File: src/hdl/ptom_pkg.sv
`timescale 1ns / 1ps

package ptom_pkg;

    // Field and datapath widths.
    localparam int CODE_W    = 24;  // raw ADC code
    localparam int OHMS_W    = 20;  // ohms in Q8 for any input code
    localparam int OHMS_FRAC = 8;   // fraction bits of the ohm value
    localparam int CODE_SHIFT = 9;  // ohms_q8 = code * 25 >> 9
    localparam int NUM_SHIFT = 5;   // x numerator = ohms_q8 * 32 + 62
    localparam int M_W       = 26;  // x numerator before division by 125
    localparam int X_W       = 19;  // x in Q16, up to 3.2
    localparam int ACC_W     = 32;  // Horner accumulator, Q16 degC
    localparam int PROD_W    = 60;  // 33 x 27 signed product
    localparam int Q_FRAC    = 16;
    localparam int TEMP_W    = 16;
    localparam int CFG_W     = 16;
    localparam int CFG_IDX_W = 2;
    localparam int FRAMES_W  = 16;
    localparam int STEP_W    = 2;

    // Register indexes of the configuration port.
    localparam logic [CFG_IDX_W-1:0] REG_WINDOW_LOW  = 2'd0;
    localparam logic [CFG_IDX_W-1:0] REG_WINDOW_HIGH = 2'd1;
    localparam logic [CFG_IDX_W-1:0] REG_OVER_LIMIT  = 2'd2;

    localparam logic [CFG_W-1:0]        WINDOW_LOW_RESET  = 16'd0;
    localparam logic [CFG_W-1:0]        WINDOW_HIGH_RESET = 16'hFFFF;
    localparam logic signed [CFG_W-1:0] OVER_LIMIT_RESET  = 16'sd15360;

    // floor((256 * ohms_q8 + 500) / 1000) equals floor((32 * ohms_q8 + 62) / 125).
    localparam logic [M_W-1:0] X_NUM_OFFSET = 26'd62;

    // Division by 125 as a multiplication by ceil(2^32 / 125); exact for
    // numerators below 2^32 / 79, which covers every numerator used here.
    localparam int RECIP_SHIFT = 32;
    localparam longint unsigned RECIP_FULL = ((64'd1 << RECIP_SHIFT) + 64'd124) / 64'd125;
    localparam logic [M_W-1:0] RECIP_125 = M_W'(RECIP_FULL);

    // Cubic fit coefficients in Q16, rounded to nearest.
    localparam longint COEF_C0_FULL = -((64'sd193804 * 64'sd65536 + 64'sd500) / 64'sd1000);
    localparam longint COEF_C1_FULL = (64'sd960651 * 64'sd65536 + 64'sd5000) / 64'sd10000;
    localparam longint COEF_C2_FULL = (64'sd134673 * 64'sd65536 + 64'sd500) / 64'sd1000;
    localparam longint COEF_C3_FULL = -((64'sd369091 * 64'sd65536 + 64'sd5000) / 64'sd10000);
    localparam logic signed [ACC_W-1:0] COEF_C0 = ACC_W'(COEF_C0_FULL);
    localparam logic signed [ACC_W-1:0] COEF_C1 = ACC_W'(COEF_C1_FULL);
    localparam logic signed [ACC_W-1:0] COEF_C2 = ACC_W'(COEF_C2_FULL);
    localparam logic signed [ACC_W-1:0] COEF_C3 = ACC_W'(COEF_C3_FULL);

    localparam logic [STEP_W-1:0] HORNER_LAST = 2'd2;

    // From 4200 ohms upwards the fit lies far below -128 degC and keeps falling.
    localparam logic [CFG_W-1:0] LOW_SAT_OHMS = 16'd4200;

    localparam logic signed [TEMP_W-1:0] TEMP_MAX = 16'sh7FFF;
    localparam logic signed [TEMP_W-1:0] TEMP_MIN = 16'sh8000;

    localparam logic [FRAMES_W-1:0] EMERGENCY_COUNT = 16'd3;

    localparam int QUEUE_DEPTH_DEFAULT = 2;

    typedef struct packed {
        logic [CODE_W-1:0] resistance_code;
        logic              frame_last;
    } sample_t;

    typedef struct packed {
        logic signed [TEMP_W-1:0] temperature;
        logic                     reading_valid;
        logic                     over_limit;
        logic                     near_low_edge;
        logic                     emergency;
        logic [FRAMES_W-1:0]      overheat_frames;
    } result_t;

    typedef struct packed {
        logic [CFG_W-1:0]        window_low_ohms;
        logic [CFG_W-1:0]        window_high_ohms;
        logic signed [CFG_W-1:0] over_limit_temp;
    } cfg_t;

    // One classified reading on its way to the conversion engine.
    typedef struct packed {
        logic [M_W-1:0] x_num;
        logic           in_window;
        logic           frame_last;
    } conv_job_t;

    typedef enum logic [1:0] {
        BK_IDLE,
        BK_DIV,
        BK_HORNER,
        BK_FINISH
    } back_state_t;

    function automatic logic signed [ACC_W-1:0] horner_coef(input logic [STEP_W-1:0] step);
        logic signed [ACC_W-1:0] coef;
        unique case (step)
            2'd0:    coef = COEF_C2;
            2'd1:    coef = COEF_C1;
            default: coef = COEF_C0;
        endcase
        return coef;
    endfunction

endpackage

File: src/hdl/ptom_front.sv
`timescale 1ns / 1ps

module ptom_front (
    input  logic                clk,
    input  logic                rst_n,
    input  logic                sample_valid,
    output logic                sample_stall,
    input  ptom_pkg::sample_t   sample,
    input  ptom_pkg::cfg_t      cfg,
    input  logic                queue_full,
    output logic                push,
    output ptom_pkg::conv_job_t job
);
    import ptom_pkg::*;

    logic                   hold_valid_reg;
    logic                   hold_valid_next;
    sample_t                hold_reg;
    sample_t                hold_next;
    logic                   accept;
    logic [CODE_W+4:0]      code_x25;
    logic [OHMS_W-1:0]      ohms_q8;
    logic [OHMS_W+3:0]      ohms_ext;
    logic [OHMS_W+3:0]      low_q8;
    logic [OHMS_W+3:0]      high_q8;

    assign sample_stall = hold_valid_reg && queue_full;
    assign accept       = sample_valid && !sample_stall;
    assign push         = hold_valid_reg && !queue_full;

    // code * 25 as shifts and adds, then scaled down to Q8 ohms.
    assign code_x25 = {5'b0, hold_reg.resistance_code}
                    + {2'b0, hold_reg.resistance_code, 3'b0}
                    + {1'b0, hold_reg.resistance_code, 4'b0};
    assign ohms_q8  = code_x25[CODE_SHIFT +: OHMS_W];
    assign ohms_ext = {4'b0, ohms_q8};
    assign low_q8   = {cfg.window_low_ohms, 8'b0};
    assign high_q8  = {cfg.window_high_ohms, 8'b0};

    always_comb
    begin
        job.in_window  = (ohms_ext >= low_q8) && (ohms_ext <= high_q8);
        job.x_num      = {1'b0, ohms_q8, 5'b0} + X_NUM_OFFSET;
        job.frame_last = hold_reg.frame_last;
    end

    always_comb
    begin
        hold_next       = hold_reg;
        hold_valid_next = hold_valid_reg;
        if (accept)
        begin
            hold_next       = sample;
            hold_valid_next = 1'b1;
        end
        else if (push)
        begin
            hold_valid_next = 1'b0;
        end
    end

    always_ff @(posedge clk or negedge rst_n)
    begin
        if (!rst_n)
        begin
            hold_valid_reg <= 1'b0;
        end
        else
        begin
            hold_valid_reg <= hold_valid_next;
        end
    end

    always_ff @(posedge clk)
    begin
        hold_reg <= hold_next;
    end

endmodule

File: src/hdl/ptom_queue.sv
`timescale 1ns / 1ps

module ptom_queue #(
    parameter int DEPTH = ptom_pkg::QUEUE_DEPTH_DEFAULT
) (
    input  logic                clk,
    input  logic                rst_n,
    input  logic                push,
    input  ptom_pkg::conv_job_t push_job,
    output logic                full,
    input  logic                pop,
    output logic                nonempty,
    output ptom_pkg::conv_job_t head_job
);
    import ptom_pkg::*;

    localparam int PTR_W = $clog2(DEPTH);
    localparam int CNT_W = $clog2(DEPTH + 1);

    conv_job_t          slots_reg [DEPTH];
    logic [PTR_W-1:0]   wr_ptr_reg;
    logic [PTR_W-1:0]   wr_ptr_next;
    logic [PTR_W-1:0]   rd_ptr_reg;
    logic [PTR_W-1:0]   rd_ptr_next;
    logic [CNT_W-1:0]   count_reg;
    logic [CNT_W-1:0]   count_next;

    assign full     = count_reg == CNT_W'(DEPTH);
    assign nonempty = count_reg != '0;
    assign head_job = slots_reg[rd_ptr_reg];

    always_comb
    begin
        wr_ptr_next = wr_ptr_reg;
        rd_ptr_next = rd_ptr_reg;
        count_next  = count_reg;
        if (push)
        begin
            wr_ptr_next = (wr_ptr_reg == PTR_W'(DEPTH - 1)) ? '0 : wr_ptr_reg + 1'b1;
        end
        if (pop)
        begin
            rd_ptr_next = (rd_ptr_reg == PTR_W'(DEPTH - 1)) ? '0 : rd_ptr_reg + 1'b1;
        end
        unique case ({push, pop})
            2'b10:   count_next = count_reg + 1'b1;
            2'b01:   count_next = count_reg - 1'b1;
            default: count_next = count_reg;
        endcase
    end

    always_ff @(posedge clk or negedge rst_n)
    begin
        if (!rst_n)
        begin
            wr_ptr_reg <= '0;
            rd_ptr_reg <= '0;
            count_reg  <= '0;
        end
        else
        begin
            wr_ptr_reg <= wr_ptr_next;
            rd_ptr_reg <= rd_ptr_next;
            count_reg  <= count_next;
        end
    end

    always_ff @(posedge clk)
    begin
        if (push)
        begin
            slots_reg[wr_ptr_reg] <= push_job;
        end
    end

endmodule

File: src/hdl/ptom_back.sv
`timescale 1ns / 1ps

module ptom_back (
    input  logic                clk,
    input  logic                rst_n,
    input  ptom_pkg::cfg_t      cfg,
    input  logic                low_write,
    input  logic                job_ready,
    input  ptom_pkg::conv_job_t job,
    output logic                pop,
    output logic                result_valid,
    input  logic                result_stall,
    output ptom_pkg::result_t   result
);
    import ptom_pkg::*;

    localparam logic signed [PROD_W-1:0] HALF_Q16 = PROD_W'(1) << (Q_FRAC - 1);
    localparam logic signed [ACC_W-1:0]  HALF_Q8  = ACC_W'(1) << (OHMS_FRAC - 1);

    back_state_t                state_reg;
    back_state_t                state_next;
    logic [STEP_W-1:0]          step_reg;
    logic [STEP_W-1:0]          step_next;
    logic                       low_pass_reg;
    logic                       low_pass_next;
    logic                       low_ok_reg;
    logic                       low_ok_next;
    logic signed [TEMP_W-1:0]   low_temp_reg;
    logic signed [TEMP_W-1:0]   low_temp_next;
    logic                       frame_any_reg;
    logic                       frame_any_next;
    logic [FRAMES_W-1:0]        consec_reg;
    logic [FRAMES_W-1:0]        consec_next;
    logic                       result_valid_reg;
    logic                       result_valid_next;
    result_t                    result_reg;
    result_t                    result_next;
    conv_job_t                  job_reg;
    conv_job_t                  job_next;
    logic signed [ACC_W-1:0]    acc_reg;
    logic signed [ACC_W-1:0]    acc_next;
    logic [X_W-1:0]             x_reg;
    logic [X_W-1:0]             x_next;

    logic [M_W-1:0]             low_x_num;
    logic [M_W-1:0]             x_num_sel;
    logic signed [ACC_W:0]      mul_a;
    logic signed [M_W:0]        mul_b;
    logic signed [PROD_W-1:0]   product;
    logic signed [PROD_W-1:0]   rounded_sum;
    logic signed [ACC_W-1:0]    acc_step;
    logic signed [ACC_W-1:0]    t_round;
    logic signed [ACC_W-1:0]    t_q8;
    logic signed [TEMP_W-1:0]   t_sat;
    logic signed [TEMP_W-1:0]   temp_item;
    logic signed [TEMP_W+1:0]   temp_ext;
    logic signed [TEMP_W+1:0]   low_edge_ext;
    logic                       over;
    logic                       near;
    logic                       any_over;
    logic [FRAMES_W-1:0]        frames_after;
    logic                       out_free;

    assign pop      = (state_reg == BK_IDLE) && job_ready;
    assign out_free = !result_valid_reg || !result_stall;

    // Lower window edge in Q8 ohms, then the same numerator as the front forms.
    // High bits lost in the cast only matter above the saturation limit.
    assign low_x_num = M_W'({cfg.window_low_ohms, 8'b0, 5'b0}) + X_NUM_OFFSET;
    assign x_num_sel = low_pass_reg ? low_x_num : job_reg.x_num;

    // One shared multiplier: reciprocal division first, then the Horner steps.
    assign mul_a = (state_reg == BK_DIV) ? $signed({7'b0, x_num_sel})
                                         : $signed({acc_reg[ACC_W-1], acc_reg});
    assign mul_b = (state_reg == BK_DIV) ? $signed({1'b0, RECIP_125})
                                         : $signed({8'b0, x_reg});
    assign product = mul_a * mul_b;

    assign rounded_sum = product + HALF_Q16;
    assign acc_step    = $signed(rounded_sum[Q_FRAC +: ACC_W]) + horner_coef(step_reg);

    // Q16 degC to Q8 with half-up rounding, then clamp to the field range.
    always_comb
    begin
        t_round = acc_reg + HALF_Q8;
        t_q8    = t_round >>> OHMS_FRAC;
        if (t_q8 > 32'sd32767)
        begin
            t_sat = TEMP_MAX;
        end
        else if (t_q8 < -32'sd32768)
        begin
            t_sat = TEMP_MIN;
        end
        else
        begin
            t_sat = t_q8[TEMP_W-1:0];
        end
    end

    always_comb
    begin
        temp_item    = job_reg.in_window ? t_sat : '0;
        temp_ext     = {{2{temp_item[TEMP_W-1]}}, temp_item};
        low_edge_ext = {{2{low_temp_reg[TEMP_W-1]}}, low_temp_reg} + 18'sd256;
        over         = temp_item > cfg.over_limit_temp;
        near         = job_reg.in_window && (temp_ext < low_edge_ext);
        any_over     = frame_any_reg || over;
        frames_after = any_over ? consec_reg + 1'b1 : '0;
    end

    always_comb
    begin
        state_next = state_reg;
        unique case (state_reg)
            BK_IDLE:
            begin
                if (job_ready)
                begin
                    state_next = BK_DIV;
                end
            end
            BK_DIV:
            begin
                state_next = BK_HORNER;
            end
            BK_HORNER:
            begin
                if (step_reg == HORNER_LAST)
                begin
                    state_next = BK_FINISH;
                end
            end
            BK_FINISH:
            begin
                if (low_pass_reg)
                begin
                    state_next = BK_DIV;
                end
                else if (out_free)
                begin
                    state_next = BK_IDLE;
                end
            end
            default:
            begin
                state_next = BK_IDLE;
            end
        endcase
    end

    always_comb
    begin
        step_next         = step_reg;
        acc_next          = acc_reg;
        x_next            = x_reg;
        job_next          = job_reg;
        low_pass_next     = low_pass_reg;
        low_ok_next       = low_ok_reg;
        low_temp_next     = low_temp_reg;
        frame_any_next    = frame_any_reg;
        consec_next       = consec_reg;
        result_valid_next = result_valid_reg && result_stall;
        result_next       = result_reg;
        unique case (state_reg)
            BK_IDLE:
            begin
                if (job_ready)
                begin
                    job_next      = job;
                    low_pass_next = !low_ok_reg;
                end
            end
            BK_DIV:
            begin
                x_next    = product[RECIP_SHIFT +: X_W];
                acc_next  = COEF_C3;
                step_next = '0;
            end
            BK_HORNER:
            begin
                acc_next  = acc_step;
                step_next = step_reg + 1'b1;
            end
            BK_FINISH:
            begin
                if (low_pass_reg)
                begin
                    low_temp_next = (cfg.window_low_ohms >= LOW_SAT_OHMS) ? TEMP_MIN : t_sat;
                    low_ok_next   = 1'b1;
                    low_pass_next = 1'b0;
                end
                else if (out_free)
                begin
                    result_valid_next         = 1'b1;
                    result_next.temperature   = temp_item;
                    result_next.reading_valid = job_reg.in_window;
                    result_next.over_limit    = over;
                    result_next.near_low_edge = near;
                    if (job_reg.frame_last)
                    begin
                        frame_any_next              = 1'b0;
                        consec_next                 = frames_after;
                        result_next.emergency       = frames_after == EMERGENCY_COUNT;
                        result_next.overheat_frames = frames_after;
                    end
                    else
                    begin
                        frame_any_next              = any_over;
                        result_next.emergency       = 1'b0;
                        result_next.overheat_frames = '0;
                    end
                end
            end
            default:
            begin
            end
        endcase
        if (low_write)
        begin
            low_ok_next = 1'b0;
        end
    end

    always_ff @(posedge clk or negedge rst_n)
    begin
        if (!rst_n)
        begin
            state_reg        <= BK_IDLE;
            step_reg         <= '0;
            low_pass_reg     <= 1'b0;
            low_ok_reg       <= 1'b0;
            frame_any_reg    <= 1'b0;
            consec_reg       <= '0;
            result_valid_reg <= 1'b0;
        end
        else
        begin
            state_reg        <= state_next;
            step_reg         <= step_next;
            low_pass_reg     <= low_pass_next;
            low_ok_reg       <= low_ok_next;
            frame_any_reg    <= frame_any_next;
            consec_reg       <= consec_next;
            result_valid_reg <= result_valid_next;
        end
    end

    always_ff @(posedge clk)
    begin
        job_reg      <= job_next;
        acc_reg      <= acc_next;
        x_reg        <= x_next;
        low_temp_reg <= low_temp_next;
        result_reg   <= result_next;
    end

    assign result_valid = result_valid_reg;
    assign result       = result_reg;

`ifndef SYNTHESIS
    a_result_from_finish: assert property (@(posedge clk) disable iff (!rst_n)
        $rose(result_valid_reg) |-> ($past(state_reg) == BK_FINISH) && !$past(low_pass_reg))
        else $error("result loaded outside the finish step of an item");

    a_emergency_count: assert property (@(posedge clk) disable iff (!rst_n)
        (result_valid_reg && result_reg.emergency) |-> result_reg.overheat_frames == EMERGENCY_COUNT)
        else $error("emergency raised with a frame count other than three");

    a_horner_step: assert property (@(posedge clk) disable iff (!rst_n)
        (state_reg == BK_HORNER) |-> (step_reg <= HORNER_LAST))
        else $error("Horner step counter ran past the last coefficient");

    a_low_pass_return: assert property (@(posedge clk) disable iff (!rst_n)
        (state_reg == BK_FINISH && low_pass_reg) |=> (state_reg == BK_DIV) && !low_pass_reg)
        else $error("low-edge pass did not hand over to the item conversion");
`endif

endmodule

File: src/hdl/pt1000_overheat_monitor.sv
`timescale 1ns / 1ps
// An accepted item goes from the front end holding register through the queue to the
// conversion engine, which first recomputes the lower window edge temperature when the
// item is the first after reset or a write to the window low register. One item at a time
// runs through one division step and three Horner steps on the shared multiplier.
// Reset (rst_n low, asynchronous) clears the frame state, empties the queue and loads the
// register defaults: window 0 to 65535 ohms, overheat limit 60 degC.

module pt1000_overheat_monitor #(
    parameter int QUEUE_DEPTH = ptom_pkg::QUEUE_DEPTH_DEFAULT
) (
    input  logic                             clk,
    input  logic                             rst_n,
    input  logic                             sample_valid,
    output logic                             sample_stall,
    input  ptom_pkg::sample_t                sample,
    output logic                             result_valid,
    input  logic                             result_stall,
    output ptom_pkg::result_t                result,
    input  logic                             cfg_write,
    input  logic [ptom_pkg::CFG_IDX_W-1:0]   cfg_index,
    input  logic [ptom_pkg::CFG_W-1:0]       cfg_data
);
    import ptom_pkg::*;

    // Configuration registers. Writes must arrive only while the block is idle, which the
    // block itself does not enforce; the front and back ends read them directly.
    cfg_t       cfg_reg;
    cfg_t       cfg_next;
    logic       low_write;

    // Front end to queue, and queue to the conversion engine.
    logic       queue_full;
    logic       push;
    conv_job_t  push_job;
    logic       pop;
    logic       job_ready;
    conv_job_t  head_job;

    always_comb
    begin
        cfg_next = cfg_reg;
        if (cfg_write)
        begin
            unique case (cfg_index)
                REG_WINDOW_LOW:  cfg_next.window_low_ohms  = cfg_data;
                REG_WINDOW_HIGH: cfg_next.window_high_ohms = cfg_data;
                REG_OVER_LIMIT:  cfg_next.over_limit_temp  = $signed(cfg_data);
                default:         cfg_next = cfg_reg;
            endcase
        end
    end

    // A new lower window edge invalidates the cached edge temperature in the engine.
    assign low_write = cfg_write && (cfg_index == REG_WINDOW_LOW);

    always_ff @(posedge clk or negedge rst_n)
    begin
        if (!rst_n)
        begin
            cfg_reg.window_low_ohms  <= WINDOW_LOW_RESET;
            cfg_reg.window_high_ohms <= WINDOW_HIGH_RESET;
            cfg_reg.over_limit_temp  <= OVER_LIMIT_RESET;
        end
        else
        begin
            cfg_reg <= cfg_next;
        end
    end

    // The front end takes each item into a holding register, scales the code to ohms,
    // checks the window and forms the numerator of x.
    ptom_front u_front (
        .clk          (clk),
        .rst_n        (rst_n),
        .sample_valid (sample_valid),
        .sample_stall (sample_stall),
        .sample       (sample),
        .cfg          (cfg_reg),
        .queue_full   (queue_full),
        .push         (push),
        .job          (push_job)
    );

    // A short queue lets the front end keep accepting while the engine is busy.
    ptom_queue #(
        .DEPTH (QUEUE_DEPTH)
    ) u_queue (
        .clk      (clk),
        .rst_n    (rst_n),
        .push     (push),
        .push_job (push_job),
        .full     (queue_full),
        .pop      (pop),
        .nonempty (job_ready),
        .head_job (head_job)
    );

    // The back end evaluates the cubic fit on one multiplier, flags the reading,
    // keeps the frame counters and holds the result in an output register.
    ptom_back u_back (
        .clk          (clk),
        .rst_n        (rst_n),
        .cfg          (cfg_reg),
        .low_write    (low_write),
        .job_ready    (job_ready),
        .job          (head_job),
        .pop          (pop),
        .result_valid (result_valid),
        .result_stall (result_stall),
        .result       (result)
    );

endmodule

File: config.mk
export PLATFORM = sky130hd
export DESIGN_NAME = pt1000_overheat_monitor
export DESIGN_NICKNAME = d
export VERILOG_FILES = /design/src/hdl/ptom_pkg.sv /design/src/hdl/ptom_front.sv /design/src/hdl/ptom_queue.sv /design/src/hdl/ptom_back.sv /design/src/hdl/pt1000_overheat_monitor.sv
export SDC_FILE = /design/constraint.sdc
export NUM_CORES = 2
export LEC_CHECK = 0
export BUFFER_PORTS_ARGS = -buffer_cell sky130_fd_sc_hd__buf_2
export CORE_UTILIZATION = 65
export DETAILED_ROUTE_END_ITERATION = 16
export PLACE_DENSITY = 0.92
export REMOVE_ABC_BUFFERS = 1
export SLEW_MARGIN = 20
export SYNTH_ARGS = -nofsm -noshare
export SYNTH_HDL_FRONTEND = slang
export SYNTH_SLANG_ARGS = --single-unit
export TNS_END_PERCENT = 10
File: constraint.sdc
create_clock -name clk -period 12.5 [get_ports clk]
set_input_delay 1.25 -clock clk [delete_from_list [all_inputs] [get_ports clk]]
set_output_delay 1.25 -clock clk [all_outputs]
set_load 0.05 [all_outputs]
-- After elaboration in Yosys (flattened, before gate mapping)
Memory sizes are Yosys's and may differ from the RTL's. A register that Yosys moved wholly into a read port is not among the register bits.
Cells that the tools add are included.
- bits in registers: 205
- bits in latches: 0
- bits in writable memories: 56
- ROM bits: 0
- input port bits: 48
- memories kept: 1
- memories (memory ; words ; width ; rd ports ; clocked after Yosys merged registers in ; wr ports ; RTL line ; text):
    u_queue.slots_reg ; 2 ; 28 ; 1 ; 1 ; 1 ; ptom_queue.sv:20 ; conv_job_t slots_reg [DEPTH];
- add/sub/neg operators: 14
- multipliers: 1
- div/mod/pow operators: 0
- order comparisons: 7
- equality and inequality tests: 14
- shift-type cells: 0
- multiplexer cells: 31
- bitwise operators: 1
- reductions and logical operators: 35
- operators with widths (operator ; count):
    $pmux 32 s2 ; 2
    $mux 16 ; 4
    $mux 26 ; 2
    $mul 33x27->51 ; 1
    $add 48x17->48 const B ; 1
    $mux 33 ; 1
    $add 32x32->32 ; 1
    $add 32x9->32 const B ; 1
    $add 29x28->29 ; 1
    $add 24x27->28 ; 1
    $add 25x6->26 const B ; 1
    $add 26x6->26 const B ; 1
    $ge 20x24->1 ; 1
    $gt 24x16->1 const B ; 1
    $le 20x24->1 ; 1
    $lt 24x16->1 const B ; 1
    $add 16x10->17 const B ; 1
    $lt 16x17->1 ; 1
    $add 16x1->16 const B ; 1
    $eq 16x2->1 const B ; 1
    $ge 16x13->1 const B ; 1
    $gt 16x16->1 ; 1
    $mux 1 ; 14
    $reduce_and 2->1 ; 7
    other kinds (19) ; 55

-- Longest topological paths before layout
- word-level depth: 9
- depth in mapped cells: 46
- mapped depth without buffers: 43

-- By module
From an unflattened synthesis, not the netlist that was laid out.
- cell total of the unflattened synthesis: 4414
- area total of the unflattened synthesis: 41821.4 um2
- by module, submodules not included (module ; instances ; cells an instance ; area each (um2) ; seq. area each (um2)):
    ptom_back ; 1 ; 3810 ; 34006.4 ; 4534.3
    ptom_front ; 1 ; 399 ; 3676.0 ; 775.7
    ptom_queue ; 1 ; 103 ; 2254.7 ; 1781.7
    pt1000_overheat_monitor ; 1 ; 102 ; 1884.3 ; 1226.2

-- Least setup slack after synthesis
OpenSTA, ideal clock, no wires.
- path kind: register to register
- start: register u_back.state_reg[1]
- end: register u_back.acc_reg[28], data pin
- setup time: 0.262 ns
- data arrival time: 11.037 ns
- data required time: 12.238 ns
- path slack: 1.201 ns
- cell stages (with the launch flop): 43
- period minus slack after synthesis: 11.299 ns
- cells stage by stage: dfrtp_1 > inv_1 > ha_1 > clkbuf_1 > clkbuf_1 > clkbuf_1 > o21a_1 > clkbuf_1 > nor2_1 > fa_1 > fa_1 > inv_1 > fa_1 > fa_1 > fa_1 > inv_1 > fa_1 > inv_1 > [7 not listed] > a211oi_1 > nor4_1 > nand4_2 > nor4_1 > nand4_1 > xnor2_1 > ha_1 > a21oi_1 > nor2b_1 > o21ai_0 > nand2b_1 > a21oi_1 > inv_1 > a31o_4 > a311oi_4 > o31ai_2 > a311oi_2 > mux2_1
- cells in the longest elaborated chain, start to end: 6
- elaborated cells between the ends (all ways): 8
- RTL lines (element ; RTL line ; text):
    from (decl) ; ptom_back.sv:20 ; back_state_t state_reg;
    from (signal assigned) ; ptom_back.sv:239 ; state_reg <= state_next;
    $eq 2x1->1 ; ptom_back.sv:73, ptom_back.sv:75, ptom_back.sv:165 ;
    $mux 33 or $mux 26 (tied branches) ; ptom_back.sv:73, ptom_back.sv:75 ;
    $mul 33x27->51 ; ptom_back.sv:77 ; assign product = mul_a * mul_b;
    $add 48x17->48 ; ptom_back.sv:79 ; assign rounded_sum = product + HALF_Q16;
    $add 32x32->32 ; ptom_back.sv:80 ; assign acc_step = $signed(rounded_sum[Q_FRAC +: ACC_W]) + horner_coef(step_reg);
    $pmux 32 s2 * ; ptom_back.sv:165 ; unique case (state_reg)
    to (signal assigned) ; ptom_back.sv:252 ; acc_reg <= acc_next;
    to (decl) ; ptom_back.sv:40 ; logic signed [ACC_W-1:0] acc_reg;
Mark *: on every way between the ends. The rest lies on a longest branch, timed or not.
A chain may end at the register's enable or synchronous reset.

-- Worst setup path in the final report
- start: register u_back.low_pass_reg
- end: register u_back.acc_reg[29], data pin
- cells in the longest elaborated chain, start to end: 6
- RTL lines (element ; RTL line ; text):
    from (decl) ; ptom_back.sv:24 ; logic low_pass_reg;
    from (signal assigned) ; ptom_back.sv:241 ; low_pass_reg <= low_pass_next;
    $mux 26 ; ptom_back.sv:70 ; assign x_num_sel = low_pass_reg ? low_x_num : job_reg.x_num;
    $mux 33 ; ptom_back.sv:73 ; assign mul_a = (state_reg == BK_DIV) ? $signed({7'b0, x_num_sel})
    $mul 33x27->51 ; ptom_back.sv:77 ;
    named net u_back.product[32] ; ptom_back.sv:49 ; logic signed [PROD_W-1:0] product;
    $add 48x17->48 ; ptom_back.sv:79 ;
    $add 32x32->32 ; ptom_back.sv:80 ;
    $pmux 32 s2 ; ptom_back.sv:165 ;
The timed path passes the listed nets, and every way through them passes these cells.

==> impl_results.md <==
- Final count of hold timing violations: 0
- Tightest Pin Transition: ~1.1 ns
- Cell Area, Synth: slightly above 40000 µm²
- Met2 routed WL: around 53000 µm
- Clock sinks: 274
- Critical-path top delay cell: dfrtp_1
- Vias in the first global route: roughly 34000
- Die area: 63240 µm²
- Detailed Place HPWL: 92430 µm
- Max FO, Critical Path: 14
- Top layer in use: met5
- Peak Freq: 0.08323 GHz
- Final Cycle Share: 0.9612
- Drt first pass iters: 7
- Area Growth Syn to Fin: 6.318%
- Routed via count: 31944
- Post-synth EDFFs: between 150 and 200
- Max-slew headroom: 0.2542
- Met3 WL: 13500 µm
- Crit path DAT: 12.37 ns
- Core box area: roughly 60000 µm²
- I/O pin cnt: 86
- Final Max Slew Viols: 0
- Most used cell, CP: fa_1
- Nets: 5406
- Num CTS Buffers: 29
- Via/cell ratio: roughly 6.1
- Top FF cell, synth: edfxtp_1
- Final Util: 0.6983
- CTS tree: yes
- Synth async-reset ratio: 0.2810
- Largest register FFs: 48
- Cells after Synth: 4351
- # rows: 91
- Die X: about 250 µm
- Commonest cells after routing, fill and taps aside: inv_1, fa_1, nor2_1, nand2_1, ha_1
- Critical path class: flip-flop to flip-flop
- Worst path required time: about 13 ns
- Wire length per cell: 22.12 µm
- Hold_buf cts: 0
- PortBufs: 85
- Synth unique cells: a little over 90
- Iter 0 DRT Violations: approximately 3400
- Worst setup EP type: flip-flop
- Total wire length: approximately 120000 µm
- RSZ-0062 raised after global routing: false
- Yosys warning total: 0
- H-tree levels: 1
- GPL Wtd Cong: 1.077
- Root buf cell: clkbuf_16
- Startpoint Class: flip-flop
- Max Cap Violations: 0
- Skew-Pair Late Insertion Delay: 0.60 ns
- Sequential area share after synthesis: 0.1945
- Mean Syn Cell Area: 9.298 µm²
- Largest stage delay, worst path: around 0.8 ns
- ANT nets after route: 0
- Clock Skews: ~0.014 ns
- Die Ht: approximately 250 µm
- Clock-pin slew on the worst setup and hold paths: 0.07 ns
- Outcome: complete, no violations
- DRC Markers: 0
- Gr ovfl total: 0
- Clock buffer depth: 3
- Metal-1 WL: between 30000 and 40000 µm
- #FFs+latches synth: approximately 270
- Largest net degree at the start of global routing: 78
- Initial antenna violation count: 1
- Fillcell total: 4169
- Most common cell after layout, fill and taps aside: inv_1
- Initial Util: 0.6568
- Final setup fails: 0
- Hold crit path type: flip-flop to flip-flop
- Min Tclk post-route: 12.01 ns
- Layout cell share with drive strength beyond 1: 0.08003
- First-pass GRT wire length: approximately 180000 µm
- GRT Overall Usage: 0.3790
## Yosys cell counts, types with 11 or more instances
cell	number	area, µm²
nand2_1	429	1610
dfrtp_1	57	1426
nand2b_1	47	294.0
o21ai_0	82	410.4
o21a_1	34	255.2
a21o_1	67	503.0
xnor2_1	132	1156
nor3_1	48	240.2
and2_1	80	500.5
xor2_1	64	560.5
fa_1	635	12710
dfstp_2	20	525.5
and3_1	19	118.9
clkbuf_1	143	536.8
edfxtp_1	197	5916
o31ai_1	23	172.7
nand3_1	42	210.2
nor2b_1	55	344.1
ha_1	335	4192
inv_1	928	3483
or2_2	19	118.9
nor2_1	450	1689
a21oi_1	117	585.6
o21bai_1	14	105.1
a31oi_1	16	100.1
mux2_2	64	720.7
nand4_1	40	250.2
or3_1	13	81.33
mux2i_1	23	230.2
nor4_1	11	68.82
and4_1	13	113.9
## worst paths after layout
path | startpoint | endpoint | slack, ns | cells after the start
worst min-delay path | u_front.job[0] | u_queue.slots_reg[1][0] | 0.48 | 0
min in group asynchronous | rst_n | u_back.consec_reg[15] | 0.82 | 1
worst max-delay path | u_back.low_pass_reg | u_back.acc_reg[29] | 0.49 | 33
worst max register to register | u_back.low_pass_reg | u_back.acc_reg[29] | 0.49 | 33
max in group asynchronous | rst_n | u_queue.rd_ptr_reg | 10.96 | 1
worst min register to register | u_front.job[0] | u_queue.slots_reg[1][0] | 0.48 | 0
## cell families (layout without fill, tap and decap cells)
kind of cell               after synthesis  after routing  synth area share
muxes                                   91             91           0.02462
DFF                                    274            274            0.1945
other                                    1              3        0.00009269
and+or+nand+nor                       1301           1301            0.1476
buffers and inverters                 1078           1137            0.1001
AOI/OAI and AO/OA                      439            439           0.07237
adders and majority gates              970            970            0.4178
xor gates and xnor gates               197            197           0.04283
## metal layers
metal / vias up / track usage
li1: 13662 / -
met1: 15491 / 0.4464
met2: 2170 / 0.5994
met3: 617 / 0.1025
met4: 4 / 0.2765
met5: - / 0.009266
## critical path: cells and delay by family (launching register included)
kind	cells	cell delay [ns]
compound gates	8	2.60
xor+xnor	2	0.66
fa+ha+maj	9	4.74
buf+inv	4	0.24
flops	1	0.82
mux	1	0.63
simple gates	9	2.06
## per-stage QoR
stage	TNS (ns)	instances	worst slack [ns]	hold WS (ns)	cell area, µm²
4_1_cts	0	5247	0.3861	0.4806	42960
6_report	0	5249	0.4853	0.4795	43010
3_3_place_gp	0	5193	0.8695	0.4490	41930
3_5_place_dp	0	5193	0.4236	0.4673	41930
2_1_floorplan	-0.4348	4202	-0.1749	0.4215	39890
5_1_grt	0	5248	0.02853	0.4853	43010
## cell type report
class | instances | area [µm²] | share of cell area
clock buffer | 33 | 762.0 | 0.01772
tap | 837 | 1047 | 0.02435
antenna | 1 | 2.502 | 0.00005818
sequential | 274 | 7869 | 0.1829
multi-input combinational | 3000 | 28620 | 0.6654
clock inverter | 21 | 262.8 | 0.006109
inverter | 928 | 3483 | 0.08098
timing repair buffer | 155 | 965.9 | 0.02246
## timing repair
action	4_1_cts	5_1_grt
setup endpoints to repair	0	12
resized for setup	0	6
buffers inserted	0	1
Power is left out: the tool's default activity adds up to more than one toggle a clock period on the data nets, which glitch-free logic cannot reach.
